--- src/hdl/rgb2hsv_pkg.sv ---
`timescale 1ns / 1ps

package rgb2hsv_pkg;

  // fixed field widths
  localparam int CH_W  = 8;
  localparam int HUE_W = 15;
  localparam int SAT_W = 13;
  localparam int VAL_W = 8;

  // default fraction bits of hue and saturation
  localparam int HUE_FRAC_DEF = 12;
  localparam int SAT_FRAC_DEF = 12;

  // hue sector, chosen by the channel holding the maximum
  typedef logic [1:0] sector_t;
  localparam sector_t SEC_RED   = 2'd0;
  localparam sector_t SEC_GREEN = 2'd1;
  localparam sector_t SEC_BLUE  = 2'd2;

  typedef logic [CH_W-1:0] chan_t;

endpackage

--- src/hdl/rgb_to_hsv_convert.sv ---
`timescale 1ns / 1ps

// rgb to hsv converter with change detection
//
// input channel: in_valid / in_ready carries one 8-bit red, green, blue sample
// output channel: out_valid / out_ready carries hue, saturation, value and a
// changed flag (0 when the sample equals the previous one)
// path: a repeated color and black go straight to the done state; gray
// runs the saturation division; any other color runs the saturation
// division, then the hue division and a hue finishing step
// throughput: one item at a time, so a new input is taken only once the
// previous item is through; both quotients come from a single restoring divider
// that produces one quotient bit per cycle
// the output sits in a register of its own, so the next input transfer is
// taken while a result still waits for out_ready; a finished result that
// finds the output register full waits until the receiver takes it
// reset clears the stored color and result to zero (black, hue 0, sat 0)
// and leaves the block idle with no output pending
module rgb_to_hsv_convert #(
  parameter int HUE_FRAC_BITS = rgb2hsv_pkg::HUE_FRAC_DEF,
  parameter int SAT_FRAC_BITS = rgb2hsv_pkg::SAT_FRAC_DEF
) (
  input  logic                            clk,
  input  logic                            rst_n,
  input  logic                            in_valid,
  output logic                            in_ready,
  input  logic [rgb2hsv_pkg::CH_W-1:0]    in_red_in,
  input  logic [rgb2hsv_pkg::CH_W-1:0]    in_green_in,
  input  logic [rgb2hsv_pkg::CH_W-1:0]    in_blue_in,
  output logic                            out_valid,
  input  logic                            out_ready,
  output logic [rgb2hsv_pkg::HUE_W-1:0]   out_hue_out,
  output logic [rgb2hsv_pkg::SAT_W-1:0]   out_sat_out,
  output logic [rgb2hsv_pkg::VAL_W-1:0]   out_val_out,
  output logic                            out_changed
);
  import rgb2hsv_pkg::*;

  // quotient width covers the larger fraction plus the integer bit
  localparam int QW = ((HUE_FRAC_BITS > SAT_FRAC_BITS) ? HUE_FRAC_BITS : SAT_FRAC_BITS) + 1;
  localparam int CW = $clog2(QW);
  // hue before truncation to the field: below 8 << HUE_FRAC_BITS
  localparam int HW = HUE_FRAC_BITS + 3;
  localparam int RW = CH_W + 1;

  localparam logic [2:0] ST_IDLE = 3'd0;
  localparam logic [2:0] ST_SAT  = 3'd1;
  localparam logic [2:0] ST_HUE  = 3'd2;
  localparam logic [2:0] ST_HFIN = 3'd3;
  localparam logic [2:0] ST_DONE = 3'd4;

  logic [2:0]          state_r, state_nxt;
  logic [3*CH_W-1:0]   last_color_r, last_color_nxt;
  logic [HUE_W-1:0]    last_hue_r, last_hue_nxt;
  logic [SAT_W-1:0]    last_sat_r, last_sat_nxt;
  logic [VAL_W-1:0]    last_val_r, last_val_nxt;
  logic                chg_r, chg_nxt;

  // divider and operand registers
  logic [RW-1:0]       rem_r, rem_nxt;
  logic [CH_W-1:0]     div_r, div_nxt;
  logic [QW-1:0]       quo_r, quo_nxt;
  logic [CW-1:0]       cnt_r, cnt_nxt;
  chan_t               dif_r, dif_nxt;
  chan_t               mag_r, mag_nxt;
  logic                neg_r, neg_nxt;
  sector_t             sec_r, sec_nxt;

  // output register
  logic                ovld_r, ovld_nxt;
  logic [HUE_W-1:0]    ohue_r, ohue_nxt;
  logic [SAT_W-1:0]    osat_r, osat_nxt;
  logic [VAL_W-1:0]    oval_r, oval_nxt;
  logic                ochg_r, ochg_nxt;

  // input side comparisons
  logic [3*CH_W-1:0]   color;
  chan_t               mx, mn, opa, opb;
  sector_t             sec_in;
  logic                in_xfer;

  // divider step
  logic [RW-1:0]       trial, diff;
  logic                ge;

  // hue assembly
  logic [HW-1:0]       qh, hbase, hsum;

  assign color   = {in_red_in, in_green_in, in_blue_in};
  assign in_ready = (state_r == ST_IDLE);
  assign in_xfer  = in_valid && in_ready;

  always_comb begin
    mx = (in_red_in > in_green_in) ? in_red_in : in_green_in;
    if (in_blue_in > mx) begin
      mx = in_blue_in;
    end
    mn = (in_red_in < in_green_in) ? in_red_in : in_green_in;
    if (in_blue_in < mn) begin
      mn = in_blue_in;
    end
    // red wins ties over green, green over blue
    priority if (mx == in_red_in) begin
      sec_in = SEC_RED;
      opa    = in_green_in;
      opb    = in_blue_in;
    end else if (mx == in_green_in) begin
      sec_in = SEC_GREEN;
      opa    = in_blue_in;
      opb    = in_red_in;
    end else begin
      sec_in = SEC_BLUE;
      opa    = in_red_in;
      opb    = in_green_in;
    end
  end

  // restoring step: the first step compares without a shift
  always_comb begin
    trial = (cnt_r == '0) ? rem_r : {rem_r[RW-2:0], 1'b0};
    ge    = (trial >= {1'b0, div_r});
    diff  = trial - {1'b0, div_r};
  end

  always_comb begin
    qh    = HW'(quo_r);
    unique case (sec_r)
      SEC_GREEN: hbase = HW'(2) << HUE_FRAC_BITS;
      SEC_BLUE:  hbase = HW'(4) << HUE_FRAC_BITS;
      default:   hbase = '0;
    endcase
    hsum = neg_r ? (hbase - qh) : (hbase + qh);
    // negative red hue wraps by a full circle
    if ((sec_r == SEC_RED) && neg_r && (qh != '0)) begin
      hsum = hsum + (HW'(6) << HUE_FRAC_BITS);
    end
  end

  always_comb begin
    state_nxt      = state_r;
    last_color_nxt = last_color_r;
    last_hue_nxt   = last_hue_r;
    last_sat_nxt   = last_sat_r;
    last_val_nxt   = last_val_r;
    chg_nxt        = chg_r;
    rem_nxt        = rem_r;
    div_nxt        = div_r;
    quo_nxt        = quo_r;
    cnt_nxt        = cnt_r;
    dif_nxt        = dif_r;
    mag_nxt        = mag_r;
    neg_nxt        = neg_r;
    sec_nxt        = sec_r;
    ovld_nxt       = ovld_r;
    ohue_nxt       = ohue_r;
    osat_nxt       = osat_r;
    oval_nxt       = oval_r;
    ochg_nxt       = ochg_r;

    if (ovld_r && out_ready) begin
      ovld_nxt = 1'b0;
    end

    unique case (state_r)
      ST_IDLE: begin
        if (in_xfer) begin
          state_nxt = ST_DONE;
          if (color == last_color_r) begin
            chg_nxt = 1'b0;
          end else begin
            chg_nxt        = 1'b1;
            last_color_nxt = color;
            last_val_nxt   = mx;
            dif_nxt        = mx - mn;
            neg_nxt        = (opa < opb);
            mag_nxt        = (opa < opb) ? (opb - opa) : (opa - opb);
            sec_nxt        = sec_in;
            // black keeps hue and saturation
            if (mx != '0) begin
              state_nxt = ST_SAT;
              rem_nxt   = RW'(mx - mn);
              div_nxt   = mx;
              quo_nxt   = '0;
              cnt_nxt   = '0;
            end
          end
        end
      end
      ST_SAT, ST_HUE: begin
        rem_nxt = ge ? diff : trial;
        quo_nxt = {quo_r[QW-2:0], ge};
        cnt_nxt = cnt_r + 1'b1;
        if ((state_r == ST_SAT) && (cnt_r == CW'(SAT_FRAC_BITS))) begin
          last_sat_nxt = SAT_W'(quo_nxt);
          // gray keeps hue
          if (dif_r == '0) begin
            state_nxt = ST_DONE;
          end else begin
            state_nxt = ST_HUE;
            rem_nxt   = RW'(mag_r);
            div_nxt   = dif_r;
            quo_nxt   = '0;
            cnt_nxt   = '0;
          end
        end else if ((state_r == ST_HUE) && (cnt_r == CW'(HUE_FRAC_BITS))) begin
          state_nxt = ST_HFIN;
        end
      end
      ST_HFIN: begin
        last_hue_nxt = HUE_W'(hsum);
        state_nxt    = ST_DONE;
      end
      ST_DONE: begin
        // load the output register once it is free
        if (!ovld_r || out_ready) begin
          ovld_nxt  = 1'b1;
          ohue_nxt  = last_hue_r;
          osat_nxt  = last_sat_r;
          oval_nxt  = last_val_r;
          ochg_nxt  = chg_r;
          state_nxt = ST_IDLE;
        end
      end
      default: begin
        state_nxt = ST_IDLE;
      end
    endcase
  end

  always_ff @(posedge clk) begin
    if (!rst_n) begin
      state_r      <= ST_IDLE;
      last_color_r <= '0;
      last_hue_r   <= '0;
      last_sat_r   <= '0;
      last_val_r   <= '0;
      ovld_r       <= 1'b0;
    end else begin
      state_r      <= state_nxt;
      last_color_r <= last_color_nxt;
      last_hue_r   <= last_hue_nxt;
      last_sat_r   <= last_sat_nxt;
      last_val_r   <= last_val_nxt;
      ovld_r       <= ovld_nxt;
    end
  end

  always_ff @(posedge clk) begin
    chg_r  <= chg_nxt;
    rem_r  <= rem_nxt;
    div_r  <= div_nxt;
    quo_r  <= quo_nxt;
    cnt_r  <= cnt_nxt;
    dif_r  <= dif_nxt;
    mag_r  <= mag_nxt;
    neg_r  <= neg_nxt;
    sec_r  <= sec_nxt;
    ohue_r <= ohue_nxt;
    osat_r <= osat_nxt;
    oval_r <= oval_nxt;
    ochg_r <= ochg_nxt;
  end

  assign out_valid   = ovld_r;
  assign out_hue_out = ohue_r;
  assign out_sat_out = osat_r;
  assign out_val_out = oval_r;
  assign out_changed = ochg_r;

  // a new result only ever comes from the done state
  a_load_from_done: assert property (@(posedge clk) disable iff (!rst_n)
    $rose(ovld_r) |-> $past(state_r == ST_DONE))
    else $error("output loaded outside done state");

  // an input transfer always starts work
  a_xfer_busy: assert property (@(posedge clk) disable iff (!rst_n)
    in_xfer |=> (state_r != ST_IDLE))
    else $error("input transfer left block idle");

  // partial remainder stays below the divisor once the first step is done
  a_rem_bound: assert property (@(posedge clk) disable iff (!rst_n)
    ((state_r == ST_SAT) || (state_r == ST_HUE)) && (cnt_r != '0)
      |-> (rem_r < {1'b0, div_r}))
    else $error("divider remainder out of range");

  // divisor is never zero while dividing
  a_div_nonzero: assert property (@(posedge clk) disable iff (!rst_n)
    ((state_r == ST_SAT) || (state_r == ST_HUE)) |-> (div_r != '0))
    else $error("divide by zero");

endmodule
--- config.mk ---
export PLATFORM = sky130hd
export DESIGN_NAME = rgb_to_hsv_convert
export DESIGN_NICKNAME = d
export VERILOG_FILES = /design/src/hdl/rgb2hsv_pkg.sv /design/src/hdl/rgb_to_hsv_convert.sv
export SDC_FILE = /design/constraint.sdc
export NUM_CORES = 1
export LEC_CHECK = 0
export ABC_AREA = 0
export BUFFER_PORTS_ARGS = -buffer_cell sky130_fd_sc_hd__buf_2
export CAP_MARGIN = 20
export CORE_MARGIN = 4
export CORE_UTILIZATION = 59
export DETAILED_ROUTE_END_ITERATION = 10
export PLACE_DENSITY = 0.78
export SETUP_SLACK_MARGIN = 0.4
export SLEW_MARGIN = 10
export SYNTH_ARGS = -nofsm -noshare
export SYNTH_HDL_FRONTEND = slang
export SYNTH_SLANG_ARGS = --single-unit
--- constraint.sdc ---
create_clock -name clk -period 10.65 [get_ports clk]
set_clock_uncertainty 0.1 [all_clocks]
set_input_delay 2.13 -clock clk [delete_from_list [all_inputs] [get_ports clk]]
set_output_delay 2.13 -clock clk [all_outputs]
set_load 0.02 [all_outputs]
Yosys cells after proc, flatten, opt, wreduce, memory -nomap -nowiden
Cells that the tools add are included.
Cells by class
  magnitude comparators: 6
  $add $sub $neg: 9
  mux-type cells: 51
  reductions and logical operators: 23
  bitwise logic cells: 1
  equal/unequal tests: 17
Operators with widths (number)
  8-bit two-way mux: 14
  13-bit two-way mux: 5
  9-bit two-way mux: 7
  15-bit two-way mux: 2
  15-bit one-hot mux with 2 select lines: 1
  13-bit one-hot mux with 2 select lines: 1
  24-bit equality test: 1
  8-bit < comparator: 3
  8-bit subtractor: 3
  3-bit two-way mux: 7
  4-bit two-way mux: 5
  9-bit one-hot mux with 2 select lines: 1
  8-bit equality test: 2
  8-bit > comparator: 2
  8-bit one-hot mux with 2 select lines: 1
  15-bit by 13-bit adder with 15-bit output: 1
  15-bit adder, second input constant: 1
  15-bit by 13-bit subtractor with 15-bit output: 1
  13-bit nonzero test: 1
  3-bit one-hot mux with 4 select lines: 1
  9-bit by 8-bit greater-or-equal comparator with 1-bit output: 1
  8-bit by 8-bit subtractor with 9-bit output: 1
  9-bit by 8-bit subtractor with 9-bit output: 1
  8-bit zero test: 1
  other kinds (27): 43
Word-level totals
  input bits: 28
  output and inout port bits: 39
  flip-flop bits (word level): 155

Depth between registers and ports, before layout
  word-level depth: 9
  depth in mapped cells: 36

Least setup slack after synthesis
Ideal clock, no wire load.
  kind: input to register
  start point: input in_green_in[6] (netlist name)
  end point: register mag_r[7] (data pin)
  setup time: 261 ps
  stages: 32
  arrival time: 9034 ps
  slack: 1256 ps
  data required time: 10289 ps
  cells stage by stage: clkbuf_1 > inv_1 > ha_1 > nand2_1 > o21ai_1 > nor2b_1 > clkbuf_1 > o21ai_0 > and2_1 > ha_1 > and3_4 > a221o_1 > a21oi_4 > nor2_4 > a221o_1 > a221o_1 > nor3_2 > buf_4 > mux2_1 > mux2i_1 > inv_2 > fa_1 > a21o_1 > a21oi_1 > o21bai_1 > a21oi_1 > o21ai_0 > inv_1 > nand3_1 > a32o_1 > or4b_1 > o311a_1
Between the ends
  longest elaborated chain between the ends: 9
Ends and longest elaborated chain
  start, declared: RTL line rgb_to_hsv_convert.sv:28  | input logic [rgb2hsv_pkg::CH_W-1:0] in_green_in,
  8-bit > comparator: RTL line rgb_to_hsv_convert.sv:94  | mx = (in_red_in > in_green_in) ? in_red_in : in_green_in;
  8-bit two-way mux: RTL line rgb_to_hsv_convert.sv:94
  8-bit > comparator: RTL line rgb_to_hsv_convert.sv:95  | if (in_blue_in > mx) begin
  8-bit two-way mux: RTL line rgb_to_hsv_convert.sv:95
  8-bit equality test: RTL line rgb_to_hsv_convert.sv:107  | end else if (mx == in_green_in) begin
  8-bit two-way mux: RTL line rgb_to_hsv_convert.sv:107
  8-bit two-way mux: RTL line rgb_to_hsv_convert.sv:103  | priority if (mx == in_red_in) begin
  8-bit subtractor / 8-bit < comparator (equally long branches): RTL line rgb_to_hsv_convert.sv:176  | mag_nxt = (opa < opb) ? (opb - opa) : (opa - opb);
  8-bit two-way mux *: RTL line rgb_to_hsv_convert.sv:176
  end signal, assigned: RTL line rgb_to_hsv_convert.sv:255  | mag_r <= mag_nxt;
  end, declared: RTL line rgb_to_hsv_convert.sv:65  | chan_t mag_r, mag_nxt;
Every way passes the cells marked *; elsewhere a longest branch is shown, timed or not.
A chain may end at the register's enable or synchronous reset.

Worst setup path in the final report
  start point: input in_green_in[5] (netlist name)
  end point: register mag_r[7] (data pin)
The elaborated chain is that of the path after synthesis.

==> metrics.yaml <==
outcome: "finished, final reports clean"
finalHoldViolations: 0
detail_route.drc_violations: 0
antenna_found_initial: 1
die_y_um: 138
first_pass_iters: 5
core_area_um2: 16500
switchingPower_w: 0.000782
synth_edf_count: 91
path_clk_slew_ns: 0.06
place_worst_setup_slack_ns: 0.331
critPathLaunchType: "input pin"
numPlacedInstances: 1323
floorplan.initialDensity_pct: 59.9
drive_gt1_share_pct: 14.0
maxCapViolCount: 0
cts-root-buf: "clkbuf_16"
vias: 8163
synth_area_per_cell_um2: 9.05
p_int_w: 0.00138
place_hpwl_um: 17100
tns_ns: 0
worstReg2RegStart: "cnt_r[0]$_SDFFCE_PP0P_"
cp.arrival_ns: 9.89
finalSetupViolations: 0
die_x_um: 138
wl_um: 23600
crit_end: "mag_r[7]$_DFFE_PP_"
ys_ff_latch: 155
ir_worst_vdd_mv: 0.148
fillers: 1343
drtIter0Drc: 608
dieArea_um2: 18900
slew_headroom_pct: 36.2
stdcell_area_um2: 10900
pwr-share-comb_pct: 36.8
grt-ovfl-total: 0
final.period_utilization_pct: 92.0
syn_area_um2: 9900
slew_violations: 0
place.gp.congestion: 1.02
p_leak_nw: 4.31
worstPathRequired_ns: 10.73
r2r_cells: 16
clock_latency_ns: 0.44
final_cell_mix: "nand2_1, a21oi_1, edfxtp_1"
startpoint: "in_green_in[5]"
numCtsBuffers: 17
seq_area_frac_synth_pct: 40.5
fin_crit_ns: 9.80
path_max_fanout: 17
post_cts_buffers: 0
syn_nets: 1184
critical_path.max_stage_delay_ns: 0.52
layout.nets: 1212
min_path_type: "flop to flop"
critical_path_class: "input pin to flop"
p_sw_share_pct: 36.2
via_per_inst: 6.02
cts_tree: "done"
post_dp_cell_area_um2: 10300
power_frac_seq_pct: 35.7
r2r_end: "rem_r[5]$_DFFE_PP_"
synth_cells: 1095
postSynth.asyncResetShare_pct: 0
syn2layout_area_growth_pct: 10.4
max_freq_mhz: 102
routedWlPerCell_um: 17.4
rsz0062_at_grt: "no"
setup_slack_ns: 0.848
cts_hold_buf: 0
port_buffers: 66
insertedDiodeCount: 0
rows: 47
grt_usage_pct: 26.3
p_per_area_nw_per_um2: 197
clock-sinks: 155
htreeDepth: 4
ant_nets: 0
clkPwrFrac_pct: 27.4
synth-warning-count: 0
cts_buffer_depth: 2
r2r_slack_ns: 6.40
synth.distinct_cells: 77
grt_pass1_wl_um: 38700
final_common_cell: "nand2_1"
ios: 67
instances_no_fill: 1356
endpoint_kind: "flop"
critPathSlowestCell: "nor3_2"
tightest_slew_ns: 0.947
grt_pass1_vias: 7976
grt_max_degree: 63
synth_top_flop_cell: "edfxtp_1"
-- stage by stage --
step | hold slack [ns] | power, W | util (%)
CTS | 0.332 | 0.00216 | 66.0
finish | 0.328 | 0.00216 | 66.2
global route | 0.345 | 0.00229 | 66.2
global placement | 0.313 | 0.00154 | 62.5
detailed placement | 0.316 | 0.00156 | 62.5
floorplan | 0.300 | 0.00138 | -
-- worst max-delay path, delay by kind of cell --
kind | cells | cell delay [ns]
buf+inv | 3 | 0.67
compound gates | 15 | 3.36
simple gates | 10 | 2.66
fa+ha+maj | 3 | 1.06
-- power groups by stage --
stage,clock network [W],registers [W],logic [W]
2_1_floorplan,0,0.000765,0.000615
3_3_place_gp,0,0.000782,0.000759
3_5_place_dp,0,0.000783,0.000777
4_1_cts,0.000602,0.000771,0.000786
5_1_grt,0.000630,0.000780,0.000885
6_report,0.000593,0.000772,0.000795
-- kinds of logic after synthesis --
| group | count (synthesis) | share of synthesized area (%) |
|---|---|---|
| multiplexers | 54 | 5.76 |
| AND/OR/NAND/NOR | 352 | 16.6 |
| adder cells (fa/ha/maj) | 61 | 8.01 |
| AO/OA/AOI/OAI | 266 | 17.6 |
| XOR/XNOR | 69 | 6.10 |
| buffers and inverters | 138 | 5.46 |
| flip-flops | 155 | 40.5 |
-- layout make-up --
class	instances	area (um^2)	share of cell area (%)
Multi-Input combinational cell	802	5370	49.1
Sequential cell	155	4010	36.7
Clock buffer	19	464	4.24
Timing Repair Buffer	77	425	3.89
Tap cell	220	275	2.52
Inverter	70	263	2.40
Clock inverter	13	129	1.18
-- cells in the mapped netlist (all sizes together), types with 5 or more instances --
cell type | number | area (um^2)
a211oi | 26 | 210
a21boi | 5 | 37.5
a21o | 13 | 98.9
a21oi | 98 | 502
a221oi | 9 | 78.8
a31oi | 8 | 50.1
and2 | 13 | 82.6
and3 | 15 | 98.8
buf | 11 | 63.8
clkbuf | 57 | 214
dfxtp | 64 | 1280
edfxtp | 91 | 2730
ha | 57 | 713
inv | 70 | 263
mux2 | 24 | 270
mux2i | 30 | 300
nand2 | 145 | 547
nand2b | 9 | 56.3
nand3 | 16 | 80.1
nand4 | 13 | 81.3
nor2 | 87 | 334
nor2b | 13 | 81.3
nor3 | 18 | 95.1
nor3b | 5 | 42.5
nor4 | 9 | 71.3
o21ai | 49 | 249
o22ai | 8 | 50.1
xnor2 | 49 | 429
xor2 | 20 | 175
-- what timing repair did --
action                                  CTS  global route
endpoints found under the setup margin    0             4
resized for setup                         0             2
endpoints found under the hold margin     0             0
-- sequential cells by signal, summed over array words and instances (netlist names), 3 cells and up --
register,flops
cnt_r,4
dif_r,8
div_r,8
last_color_r,24
last_hue_r,15
last_sat_r,13
last_val_r,8
mag_r,8
out_hue_out,15
out_sat_out,13
out_val_out,8
quo_r,13
rem_r,9
state_r,3
-- worst min-delay path by stage --
stage / to / slack, ns / cells after the start / from
6_report: out_val_out[7]$_DFFE_PP_ / 0.33 / 0 / last_val_r[7]$_SDFFE_PN0P_
5_1_grt: out_sat_out[9]$_DFFE_PP_ / 0.35 / 0 / last_sat_r[9]$_SDFFE_PN0P_
4_1_cts: out_val_out[7]$_DFFE_PP_ / 0.33 / 0 / last_val_r[7]$_SDFFE_PN0P_
3_5_place_dp: out_sat_out[6]$_DFFE_PP_ / 0.32 / 0 / last_sat_r[6]$_SDFFE_PN0P_
3_3_place_gp: out_hue_out[9]$_DFFE_PP_ / 0.31 / 0 / last_hue_r[9]$_SDFFE_PN0N_
2_1_floorplan: out_changed$_DFFE_PP_ / 0.30 / 0 / chg_r$_DFFE_PP_
-- per-layer routing --
layer  wire length [um]  global-route usage [%]  vias up
met4                877                    12.0        2
met5                  7                       0        -
li1                   -                       -     3964
met1               9400                    31.4     3810
met3               1840                    6.10       76
met2              11500                    44.8      311
No activity file was read; power rests on OpenSTA's default activity.
